## src/rtl/semi_pkg.sv

```systemverilog
// Shared types, constants and codes for the servo eased move interpolator.
// Used by the controller, the datapath, the top level and the port checker.
package semi_pkg;

  // Fixed widths of the transaction fields.
  localparam int unsigned ANGLE_W    = 8;
  localparam int unsigned DUR_W      = 16;
  localparam int unsigned FRAC_W     = 16;
  localparam int unsigned INNER_W    = 20;
  localparam int unsigned NUM_SLOTS  = 4;

  // Channel count default and angle constants.
  localparam int unsigned CHANNELS_DEF = 4;
  localparam logic [ANGLE_W-1:0] ANGLE_MAX  = 8'd180;
  localparam logic [ANGLE_W-1:0] HOME_ANGLE = 8'd90;

  // Smoothstep constant 10.0 in Q4.16.
  localparam logic [INNER_W-1:0] INNER_BASE = 20'd655360;
  localparam logic [FRAC_W-1:0]  HALF_LSB   = 16'd32768;

  // Restoring divider: one quotient bit per cycle.
  localparam int unsigned DIV_STEPS = FRAC_W;
  localparam int unsigned DIV_CNT_W = $clog2(DIV_STEPS);

  // Configuration port.
  localparam int unsigned CFG_IDX_W  = 1;
  localparam int unsigned CFG_DATA_W = 8;
  localparam logic [CFG_IDX_W-1:0] CFG_IDX_CHANNEL_ENABLE = 1'd0;
  localparam logic [CFG_IDX_W-1:0] CFG_IDX_SHORT_MOVE_MS  = 1'd1;
  localparam logic [NUM_SLOTS-1:0] CHANNEL_ENABLE_RST = 4'd15;
  localparam logic [7:0]           SHORT_MOVE_MS_RST  = 8'd10;

  // Item kind codes.
  localparam logic KIND_START = 1'b0;
  localparam logic KIND_TICK  = 1'b1;

  typedef struct packed {
    logic               kind;
    logic [DUR_W-1:0]   length_ms;
    logic [ANGLE_W-1:0] target_0;
    logic [ANGLE_W-1:0] target_1;
    logic [ANGLE_W-1:0] target_2;
    logic [ANGLE_W-1:0] target_3;
    logic [DUR_W-1:0]   since_ms;
  } in_item_t;

  typedef struct packed {
    logic [ANGLE_W-1:0] pos_0;
    logic [ANGLE_W-1:0] pos_1;
    logic [ANGLE_W-1:0] pos_2;
    logic [ANGLE_W-1:0] pos_3;
    logic               done_res;
  } out_item_t;

  typedef enum logic [2:0] {
    S_IDLE,
    S_EVAL,
    S_DIV,
    S_MUL_Q,
    S_MUL_C,
    S_MUL_S,
    S_APPLY,
    S_EMIT
  } state_t;

  // Commands from the controller to the datapath.
  typedef struct packed {
    logic capture;
    logic load_move;
    logic jump;
    logic set_moving;
    logic clr_moving;
    logic div_init;
    logic div_step;
    logic mul_q;
    logic mul_c;
    logic mul_s;
    logic apply;
    logic emit;
    logic done;
  } cmd_t;

  // Status from the datapath to the controller.
  typedef struct packed {
    logic is_start;
    logic dur_zero;
    logic is_short;
    logic moving;
    logic el_ge_dur;
  } sts_t;

endpackage

```

## src/rtl/semi_ctrl.sv

```systemverilog
// Controller state machine of the servo eased move interpolator.
// Depends on semi_pkg; drives the datapath through semi_pkg::cmd_t.
module semi_ctrl (
  input  logic               clk,
  input  logic               rst_n,
  input  logic               in_valid,
  output logic               in_stall,
  output logic               out_valid,
  input  logic               out_stall,
  input  semi_pkg::sts_t     sts,
  output semi_pkg::cmd_t     cmd
);

  semi_pkg::state_t                  state_r, state_nxt;
  logic [semi_pkg::DIV_CNT_W-1:0]    cnt_r, cnt_nxt;
  logic                              done_r, done_nxt;
  logic                              out_valid_r, out_valid_nxt;
  logic                              slot_free;

  assign in_stall  = (state_r != semi_pkg::S_IDLE);
  assign out_valid = out_valid_r;
  assign slot_free = !out_valid_r || !out_stall;

  // Next state.
  always_comb begin
    state_nxt = state_r;
    unique case (state_r)
      semi_pkg::S_IDLE: begin
        if (in_valid) state_nxt = semi_pkg::S_EVAL;
      end
      semi_pkg::S_EVAL: begin
        if (sts.is_start) begin
          if (!sts.dur_zero && sts.is_short) state_nxt = semi_pkg::S_EMIT;
          else state_nxt = semi_pkg::S_IDLE;
        end else if (!sts.moving) begin
          state_nxt = semi_pkg::S_IDLE;
        end else if (sts.el_ge_dur) begin
          state_nxt = semi_pkg::S_EMIT;
        end else begin
          state_nxt = semi_pkg::S_DIV;
        end
      end
      semi_pkg::S_DIV: begin
        if (cnt_r == semi_pkg::DIV_CNT_W'(semi_pkg::DIV_STEPS - 1)) begin
          state_nxt = semi_pkg::S_MUL_Q;
        end
      end
      semi_pkg::S_MUL_Q: state_nxt = semi_pkg::S_MUL_C;
      semi_pkg::S_MUL_C: state_nxt = semi_pkg::S_MUL_S;
      semi_pkg::S_MUL_S: state_nxt = semi_pkg::S_APPLY;
      semi_pkg::S_APPLY: state_nxt = semi_pkg::S_EMIT;
      semi_pkg::S_EMIT: begin
        if (slot_free) state_nxt = semi_pkg::S_IDLE;
      end
      default: state_nxt = semi_pkg::S_IDLE;
    endcase
  end

  // Outputs and side registers.
  always_comb begin
    cmd         = '0;
    cnt_nxt     = cnt_r;
    done_nxt    = done_r;
    cmd.done    = done_r;
    out_valid_nxt = out_valid_r && out_stall;
    unique case (state_r)
      semi_pkg::S_IDLE: begin
        cmd.capture = in_valid;
      end
      semi_pkg::S_EVAL: begin
        if (sts.is_start) begin
          if (!sts.dur_zero) begin
            cmd.load_move = 1'b1;
            if (sts.is_short) begin
              cmd.jump       = 1'b1;
              cmd.clr_moving = 1'b1;
              done_nxt       = 1'b1;
            end else begin
              cmd.set_moving = 1'b1;
            end
          end
        end else if (sts.moving) begin
          if (sts.el_ge_dur) begin
            cmd.jump       = 1'b1;
            cmd.clr_moving = 1'b1;
            done_nxt       = 1'b1;
          end else begin
            cmd.div_init = 1'b1;
            cnt_nxt      = '0;
            done_nxt     = 1'b0;
          end
        end
      end
      semi_pkg::S_DIV: begin
        cmd.div_step = 1'b1;
        cnt_nxt      = cnt_r + 1'b1;
      end
      semi_pkg::S_MUL_Q: cmd.mul_q = 1'b1;
      semi_pkg::S_MUL_C: cmd.mul_c = 1'b1;
      semi_pkg::S_MUL_S: cmd.mul_s = 1'b1;
      semi_pkg::S_APPLY: cmd.apply = 1'b1;
      semi_pkg::S_EMIT: begin
        if (slot_free) begin
          cmd.emit      = 1'b1;
          out_valid_nxt = 1'b1;
        end
      end
      default: cmd = '0;
    endcase
  end

  always_ff @(posedge clk) begin
    if (!rst_n) begin
      state_r     <= semi_pkg::S_IDLE;
      cnt_r       <= '0;
      done_r      <= 1'b0;
      out_valid_r <= 1'b0;
    end else begin
      state_r     <= state_nxt;
      cnt_r       <= cnt_nxt;
      done_r      <= done_nxt;
      out_valid_r <= out_valid_nxt;
    end
  end

endmodule

```

## src/rtl/semi_dp.sv

```systemverilog
// Datapath of the servo eased move interpolator: item and configuration
// registers, channel positions, serial divider, smoothstep multipliers.
// Depends on semi_pkg; takes commands from semi_ctrl.
module semi_dp #(
  parameter int unsigned CHANNELS = semi_pkg::CHANNELS_DEF
) (
  input  logic                              clk,
  input  logic                              rst_n,
  input  semi_pkg::in_item_t                in_data,
  input  logic                              cfg_we,
  input  logic [semi_pkg::CFG_IDX_W-1:0]    cfg_idx,
  input  logic [semi_pkg::CFG_DATA_W-1:0]   cfg_wdata,
  input  semi_pkg::cmd_t                    cmd,
  output semi_pkg::sts_t                    sts,
  output semi_pkg::out_item_t               out_data
);

  localparam int unsigned AW = semi_pkg::ANGLE_W;
  localparam int unsigned DW = semi_pkg::DUR_W;
  localparam int unsigned FW = semi_pkg::FRAC_W;
  localparam int unsigned IW = semi_pkg::INNER_W;
  localparam int unsigned MW = AW + FW + 1;

  semi_pkg::in_item_t               item_r;
  logic [semi_pkg::NUM_SLOTS-1:0]   en_r;
  logic [7:0]                       short_r;
  logic [DW-1:0]                    dur_r;
  logic                             moving_r;

  logic [AW-1:0] cur_r   [CHANNELS];
  logic [AW-1:0] start_r [CHANNELS];
  logic [AW-1:0] goal_r  [CHANNELS];

  logic [DW-1:0] rem_r;
  logic [FW-1:0] t_r, q_r, cube_r, s_r;
  logic [IW-1:0] inner_r;

  logic [AW-1:0] tg_raw [semi_pkg::NUM_SLOTS];
  logic [AW-1:0] pos_w  [semi_pkg::NUM_SLOTS];
  semi_pkg::out_item_t out_r;

  // Divider step.
  logic [DW:0]     div_sh;
  logic            div_ge;
  logic [DW:0]     div_diff;
  // Multiplier products.
  logic [2*FW-1:0] prod_q, prod_c;
  logic [FW+IW-1:0] prod_s;
  logic [IW-1:0]   s_wide;
  logic [IW-1:0]   inner_w;

  assign tg_raw[0] = item_r.target_0;
  assign tg_raw[1] = item_r.target_1;
  assign tg_raw[2] = item_r.target_2;
  assign tg_raw[3] = item_r.target_3;

  assign sts.is_start  = (item_r.kind == semi_pkg::KIND_START);
  assign sts.dur_zero  = (item_r.length_ms == '0);
  assign sts.is_short  = (item_r.length_ms <= {{(DW-8){1'b0}}, short_r});
  assign sts.moving    = moving_r;
  assign sts.el_ge_dur = (item_r.since_ms >= dur_r);

  assign div_sh   = {rem_r, 1'b0};
  assign div_ge   = (div_sh >= {1'b0, dur_r});
  assign div_diff = div_sh - {1'b0, dur_r};

  assign prod_q  = t_r * t_r;
  assign prod_c  = q_r * t_r;
  // 10 + 6q - 15t stays positive for t below one, so 20-bit wrap is exact.
  assign inner_w = semi_pkg::INNER_BASE
                 + ({{(IW-FW-2){1'b0}}, q_r, 2'b00} + {{(IW-FW-1){1'b0}}, q_r, 1'b0})
                 - ({{(IW-FW-4){1'b0}}, t_r, 4'b0000} - {{(IW-FW){1'b0}}, t_r});
  assign prod_s  = cube_r * inner_r;
  assign s_wide  = prod_s[FW+IW-1:FW];

  // Configuration and move control.
  always_ff @(posedge clk) begin
    if (!rst_n) begin
      en_r     <= semi_pkg::CHANNEL_ENABLE_RST;
      short_r  <= semi_pkg::SHORT_MOVE_MS_RST;
      dur_r    <= '0;
      moving_r <= 1'b0;
    end else begin
      if (cfg_we) begin
        unique case (cfg_idx)
          semi_pkg::CFG_IDX_CHANNEL_ENABLE: en_r <= cfg_wdata[semi_pkg::NUM_SLOTS-1:0];
          semi_pkg::CFG_IDX_SHORT_MOVE_MS:  short_r <= cfg_wdata[7:0];
          default: ;
        endcase
      end
      if (cmd.load_move)  dur_r <= item_r.length_ms;
      if (cmd.set_moving) moving_r <= 1'b1;
      if (cmd.clr_moving) moving_r <= 1'b0;
    end
  end

  // Item capture, divider and polynomial stages.
  always_ff @(posedge clk) begin
    if (cmd.capture) item_r <= in_data;
    if (cmd.div_init) begin
      rem_r <= item_r.since_ms;
      t_r   <= '0;
    end else if (cmd.div_step) begin
      rem_r <= div_ge ? div_diff[DW-1:0] : div_sh[DW-1:0];
      t_r   <= {t_r[FW-2:0], div_ge};
    end
    if (cmd.mul_q) q_r <= prod_q[2*FW-1:FW];
    if (cmd.mul_c) begin
      cube_r  <= prod_c[2*FW-1:FW];
      inner_r <= inner_w;
    end
    if (cmd.mul_s) s_r <= (s_wide > {{(IW-FW){1'b0}}, {FW{1'b1}}}) ? {FW{1'b1}} : s_wide[FW-1:0];
    if (cmd.emit) out_r <= {pos_w[0], pos_w[1], pos_w[2], pos_w[3], cmd.done};
  end

  // One lane per channel.
  for (genvar j = 0; j < semi_pkg::NUM_SLOTS; j++) begin : g_slot
    if (j < CHANNELS) begin : g_lane
      logic [AW-1:0]    tg_sat, goal_nxt, mag, step_v;
      logic             up;
      logic [AW+FW:0]   prod_m;

      assign tg_sat   = (tg_raw[j] > semi_pkg::ANGLE_MAX) ? semi_pkg::ANGLE_MAX : tg_raw[j];
      assign goal_nxt = cmd.load_move ? tg_sat : goal_r[j];
      assign up       = (goal_r[j] >= start_r[j]);
      assign mag      = up ? (goal_r[j] - start_r[j]) : (start_r[j] - goal_r[j]);
      // The delta times s needs the full 24-bit product before rounding.
      assign prod_m   = MW'(mag) * MW'(s_r) + MW'(semi_pkg::HALF_LSB);
      assign step_v   = prod_m[AW+FW-1:FW];
      assign pos_w[j] = cur_r[j];

      always_ff @(posedge clk) begin
        if (!rst_n) begin
          cur_r[j]   <= semi_pkg::HOME_ANGLE;
          start_r[j] <= semi_pkg::HOME_ANGLE;
          goal_r[j]  <= semi_pkg::HOME_ANGLE;
        end else if (en_r[j]) begin
          if (cmd.load_move) begin
            start_r[j] <= cur_r[j];
            goal_r[j]  <= tg_sat;
          end
          if (cmd.jump) begin
            cur_r[j] <= goal_nxt;
          end else if (cmd.apply) begin
            cur_r[j] <= up ? (start_r[j] + step_v) : (start_r[j] - step_v);
          end
        end
      end
    end else begin : g_none
      assign pos_w[j] = semi_pkg::HOME_ANGLE;
    end
  end

  assign out_data = out_r;

endmodule

```

## src/rtl/servo_eased_move_interpolator_core.sv

```systemverilog
// Top level of the four-channel servo eased move interpolator.
// Depends on semi_pkg, semi_ctrl and semi_dp.
//
// A start transaction (kind 0) loads a move: every enabled channel takes its
// current angle as the start point and its target, clamped to 180 degrees,
// as the goal. A zero duration is ignored; a duration at or below
// short_move_ms jumps the enabled channels straight to their goals and
// returns one result with done_res set, and a longer duration starts a move
// and returns nothing. Each tick transaction (kind 1) carries the elapsed
// milliseconds: while a move runs and elapsed is below the duration, each
// enabled channel goes to start + (goal - start) * s, with s the quintic
// smoothstep 6t^5 - 15t^4 + 10t^3 of t = elapsed / duration in unsigned
// Q0.16, rounded half away from zero, and one result with done_res clear is
// returned; once elapsed reaches the duration the channels land on their
// goals and the result carries done_res set. Ticks with no move running are
// dropped. Disabled channels keep their angle and still report it, and
// channels at or above CHANNELS report the 90 degree home angle.
// The block handles one transaction at a time. An easing tick runs the
// restoring divider that forms t one quotient bit per cycle, then three
// multiplier stages for t^2, t^3 and the polynomial, one step to scale the
// four deltas and one to load the result register.
// The result register frees the input side, so a new transaction is taken
// while a result waits; only a second result waits for the first to leave.
// Configuration is a plain write port (index 0 channel_enable, index 1
// short_move_ms) and is to be written only while the block is idle.
module servo_eased_move_interpolator_core #(
  parameter int unsigned CHANNELS = semi_pkg::CHANNELS_DEF
) (
  input  logic                              clk,
  input  logic                              rst_n,
  input  logic                              in_valid,
  output logic                              in_stall,
  input  semi_pkg::in_item_t                in_data,
  output logic                              out_valid,
  input  logic                              out_stall,
  output semi_pkg::out_item_t               out_data,
  input  logic                              cfg_we,
  input  logic [semi_pkg::CFG_IDX_W-1:0]    cfg_idx,
  input  logic [semi_pkg::CFG_DATA_W-1:0]   cfg_wdata
);

  semi_pkg::cmd_t cmd;
  semi_pkg::sts_t sts;

  // Sequencing of each transaction and the result handshake.
  semi_ctrl u_ctrl (
    .clk       (clk),
    .rst_n     (rst_n),
    .in_valid  (in_valid),
    .in_stall  (in_stall),
    .out_valid (out_valid),
    .out_stall (out_stall),
    .sts       (sts),
    .cmd       (cmd)
  );

  // Channel state, divider and smoothstep arithmetic.
  semi_dp #(
    .CHANNELS (CHANNELS)
  ) u_dp (
    .clk       (clk),
    .rst_n     (rst_n),
    .in_data   (in_data),
    .cfg_we    (cfg_we),
    .cfg_idx   (cfg_idx),
    .cfg_wdata (cfg_wdata),
    .cmd       (cmd),
    .sts       (sts),
    .out_data  (out_data)
  );

endmodule

```

## config.mk

```make
export PLATFORM = sky130hd
export DESIGN_NAME = servo_eased_move_interpolator_core
export DESIGN_NICKNAME = d
export VERILOG_FILES = /design/src/rtl/semi_pkg.sv /design/src/rtl/semi_ctrl.sv /design/src/rtl/semi_dp.sv /design/src/rtl/servo_eased_move_interpolator_core.sv
export SDC_FILE = /design/constraint.sdc
export NUM_CORES = 2
export LEC_CHECK = 0
export ABC_AREA = 1
export BUFFER_PORTS_ARGS = -buffer_cell sky130_fd_sc_hd__buf_4
export CORE_ASPECT_RATIO = 0.5
export CORE_MARGIN = 1.5
export CORE_UTILIZATION = 35
export CTS_CLUSTER_DIAMETER = 30
export DETAILED_ROUTE_END_ITERATION = 12
export HOLD_SLACK_MARGIN = 0.08
export PLACE_DENSITY = 0.57
export SYNTH_ARGS = -nofsm -noshare
export SYNTH_HDL_FRONTEND = slang
export SYNTH_SLANG_ARGS = --single-unit
```

## constraint.sdc

```tcl
create_clock -name clk -period 9 [get_ports clk]
set_clock_uncertainty 0.2 [all_clocks]
set_input_delay 0.9 -clock clk [delete_from_list [all_inputs] [get_ports clk]]
set_output_delay 0.9 -clock clk [all_outputs]
set_load 0.02 [all_outputs]
```

==> impl_metrics.ini <==
[run_status]
status = finished clean

[clocking]
holdBufCountCts = 0
clk_pin_slew_ns = 0.05
cts_tree = yes
htreeDepth = 3
clock_latency_ns = 0.67
cts_sinks = 332
cts_max_path_buffers = 3
numCtsBuffers = 78
root_buffer = clkbuf_16

[floorplan]
die_h_um = 301
die_area_um2 = 181000
start_util_pct = 35.3
core_um2 = 177000
rows = 109
io_pins = 114
die_w_um = 600

[global_routing]
antenna_found_initial = 2
grt_pass1_wl_um = 267000
grt_usage_pct = 18.5
grt_overflow = 0
grt_pass1_vias = 49900
grt_max_degree = 58

[min_path]
min_from = in_data[43]
min_path_type = primary input to flop

[sta]
final-max-slew-violation-count = 0
hold_violations = 0
rsz0062_at_grt = false
finalSetupTns_ns = 0
period_share_pct = 94.8
worst_slew_pin_slew_ns = 1.17
max_freq_mhz = 117
setup_viol = 0
fin_ws_ns = 0.467
min_period_ns = 8.53
relSlewSlack_pct = 22.2

[synthesis]
ys_seq_area_share_pct = 15.1
postSynthCellCount = 7733
synth_flop_cell = edfxtp_1
yosys_warnings = 0
syn_area_per_cell_um2 = 8.06
netlist_area_um2 = 62300
synth_seq_cells = 332
syn_nets = 9469
postSynth.asyncResetShare_pct = 0
synth_cell_type_count = 66
synth_edf_count = 278

[worst_setup_path]
cp_slowest_stage_delay_ns = 0.72
path_delay_family = adder cells
crit_path_start = u_dp.goal_r[0][0]$_SDFFCE_PN0P_
cp_max_fo = 15
regToRegStartpoint = u_dp.goal_r[0][0]$_SDFFCE_PN0P_
end_kind = flop
crit_type = flop to flop
start_kind = flop
worstPathArrival_ns = 8.74
r2r_slack_ns = 0.47
cp_common_cell = inv_1
slowest_stage = o21ai_2
worstPathRequired_ns = 9.21
path_buf_inv = 9

[route]
viasPerCell = 4.78
firstDrtPassIters = 6
remaining_drc_errors = 0
wire_per_inst_um = 16.2
drt_iter0_markers = 3095
num_vias = 48600
totalWireLength_um = 164000
postRouteAntennaNets = 0

[final_layout]
syn_to_final_growth_pct = 9.72
finalNetCount = 9447
fillers = 18300
drive_gt1_share_pct = 5.44

[run]
max-cap-violations = 0

[place]
preCtsSetupSlack_ns = 0.263
portBuffers = 113
gp_congestion = 0.888
dp_hpwl_um = 130000
synthesized netlist by cell type (32+ instances only):
| cell type | count | area, µm² |
|---|---|---|
| a21oi_1 | 344 | 1720 |
| clkbuf_1 | 217 | 815 |
| dfxtp_1 | 54 | 1080 |
| edfxtp_1 | 278 | 8350 |
| fa_1 | 964 | 19300 |
| ha_1 | 693 | 8670 |
| inv_1 | 1864 | 7000 |
| nand2_1 | 1639 | 6150 |
| nand3_1 | 158 | 791 |
| nand4_1 | 54 | 338 |
| nor2_1 | 658 | 2470 |
| nor3_1 | 34 | 170 |
| o211ai_1 | 32 | 240 |
| o21ai_0 | 215 | 1080 |
| xnor2_1 | 74 | 648 |
| xor2_1 | 101 | 885 |
final timing paths:
path,to,cells past startpoint
worst max-delay path,u_dp.cur_r[0][7]$_DFFE_PP_,42
worst min-delay path,u_dp.item_r[43]$_DFFE_PP_,1
worst max register to register,u_dp.cur_r[0][7]$_DFFE_PP_,42
worst min register to register,u_dp.out_data[13]$_DFFE_PP_,0
placed cells by master, fill, tap and decap left out, drive strengths merged, types with 4 or more instances in the layout:
cell	synthesis	routed
and3	4	4
clkinvlp	0	5
nor3b	4	4
nand2	1646	1646
o221ai	10	10
a211oi	9	9
edfxtp	278	278
ha	693	693
a31oi	28	28
or2	31	31
nand4	54	54
a21o	27	27
nor2	666	666
fa	964	964
a221oi	6	6
buf	63	178
bufinv	0	14
a21oi	345	345
nand3	166	166
xnor2	80	80
nor3	35	35
o21a	6	6
clkinv	1	32
o21ai	232	232
o211ai	33	33
dfxtp	54	54
clkbuf	217	87
inv	1882	1891
nor4	19	19
xor2	104	104
nand3b	17	17
o21bai	22	22
a21boi	9	9
and2	5	5
cell families after synthesis:
| family | Yosys count | synth area share [%] |
|---|---|---|
| AOI/OAI and AO/OA | 743 | 6.79 |
| and+or+nand+nor | 2651 | 17.2 |
| buffers and inverters | 2163 | 13.3 |
| xor gates and xnor gates | 184 | 2.69 |
| DFF | 332 | 15.1 |
| adders and majority gates | 1657 | 44.9 |
| muxes | 3 | 0.0482 |
what timing repair did:
action	4_1_cts	5_1_grt
setup buffers	0	4
resized for setup	0	12
endpoints found under the setup margin	0	6
layer usage:
layer	up-vias	part of all wire (%)	global-route usage, %	wire (µm)
met5	-	0	0	0
met2	1051	48	32.1	79300
met4	0	1.8	3.95	2890
li1	23400	-	-	-
met3	169	4.4	1.75	7260
met1	24000	46	25.0	74800
layout make-up:
class	instances	area, µm²	share of cell area, %
Clock buffer	87	2020	2.95
Sequential cell	332	9430	13.8
Timing Repair Buffer	178	1350	1.97
Tap cell	2386	2990	4.37
Multi-Input combinational cell	5238	44700	65.4
Antenna cell	3	7.51	0.0110
Clock inverter	59	823	1.20
Inverter	1883	7080	10.4
state kept, by name, summed over array words and instances, names as in the netlist, 4 cells and up:
signal,count
u_dp.cur_r,32
u_dp.goal_r,32
u_dp.short_r,8
u_dp.en_r,4
u_dp.inner_r,20
u_dp.s_r,16
u_dp.out_data,33
u_dp.start_r,32
u_dp.cube_r,16
u_dp.dur_r,16
u_dp.q_r,16
u_ctrl.cnt_r,4
u_dp.rem_r,16
u_dp.item_r,65
u_dp.t_r,16
worst reg2reg max path: cells and delay by family (launching register included):
kind	cells	cell delay, ns
AOI/OAI and AO/OA	6	1.52
and+or+nand+nor	16	1.66
xor gates and xnor gates	2	0.43
adders and majority gates	9	3.39
DFF	1	0.42
buffers and inverters	9	0.66
metrics by stage:
step	hold WS, ns	cells	area [µm²]	util, %
2_1_floorplan	0.209	7733	62300	-
3_3_place_gp	0.231	10000	65400	37.0
3_5_place_dp	0.235	10000	65400	37.0
4_1_cts	0.162	10200	68300	38.6
5_1_grt	0.174	10200	68400	38.7
6_report	0.208	10200	68400	38.7
Power is left out: the tool's default activity adds up to more than one toggle a clock period on the data nets, which glitch-free logic cannot reach.
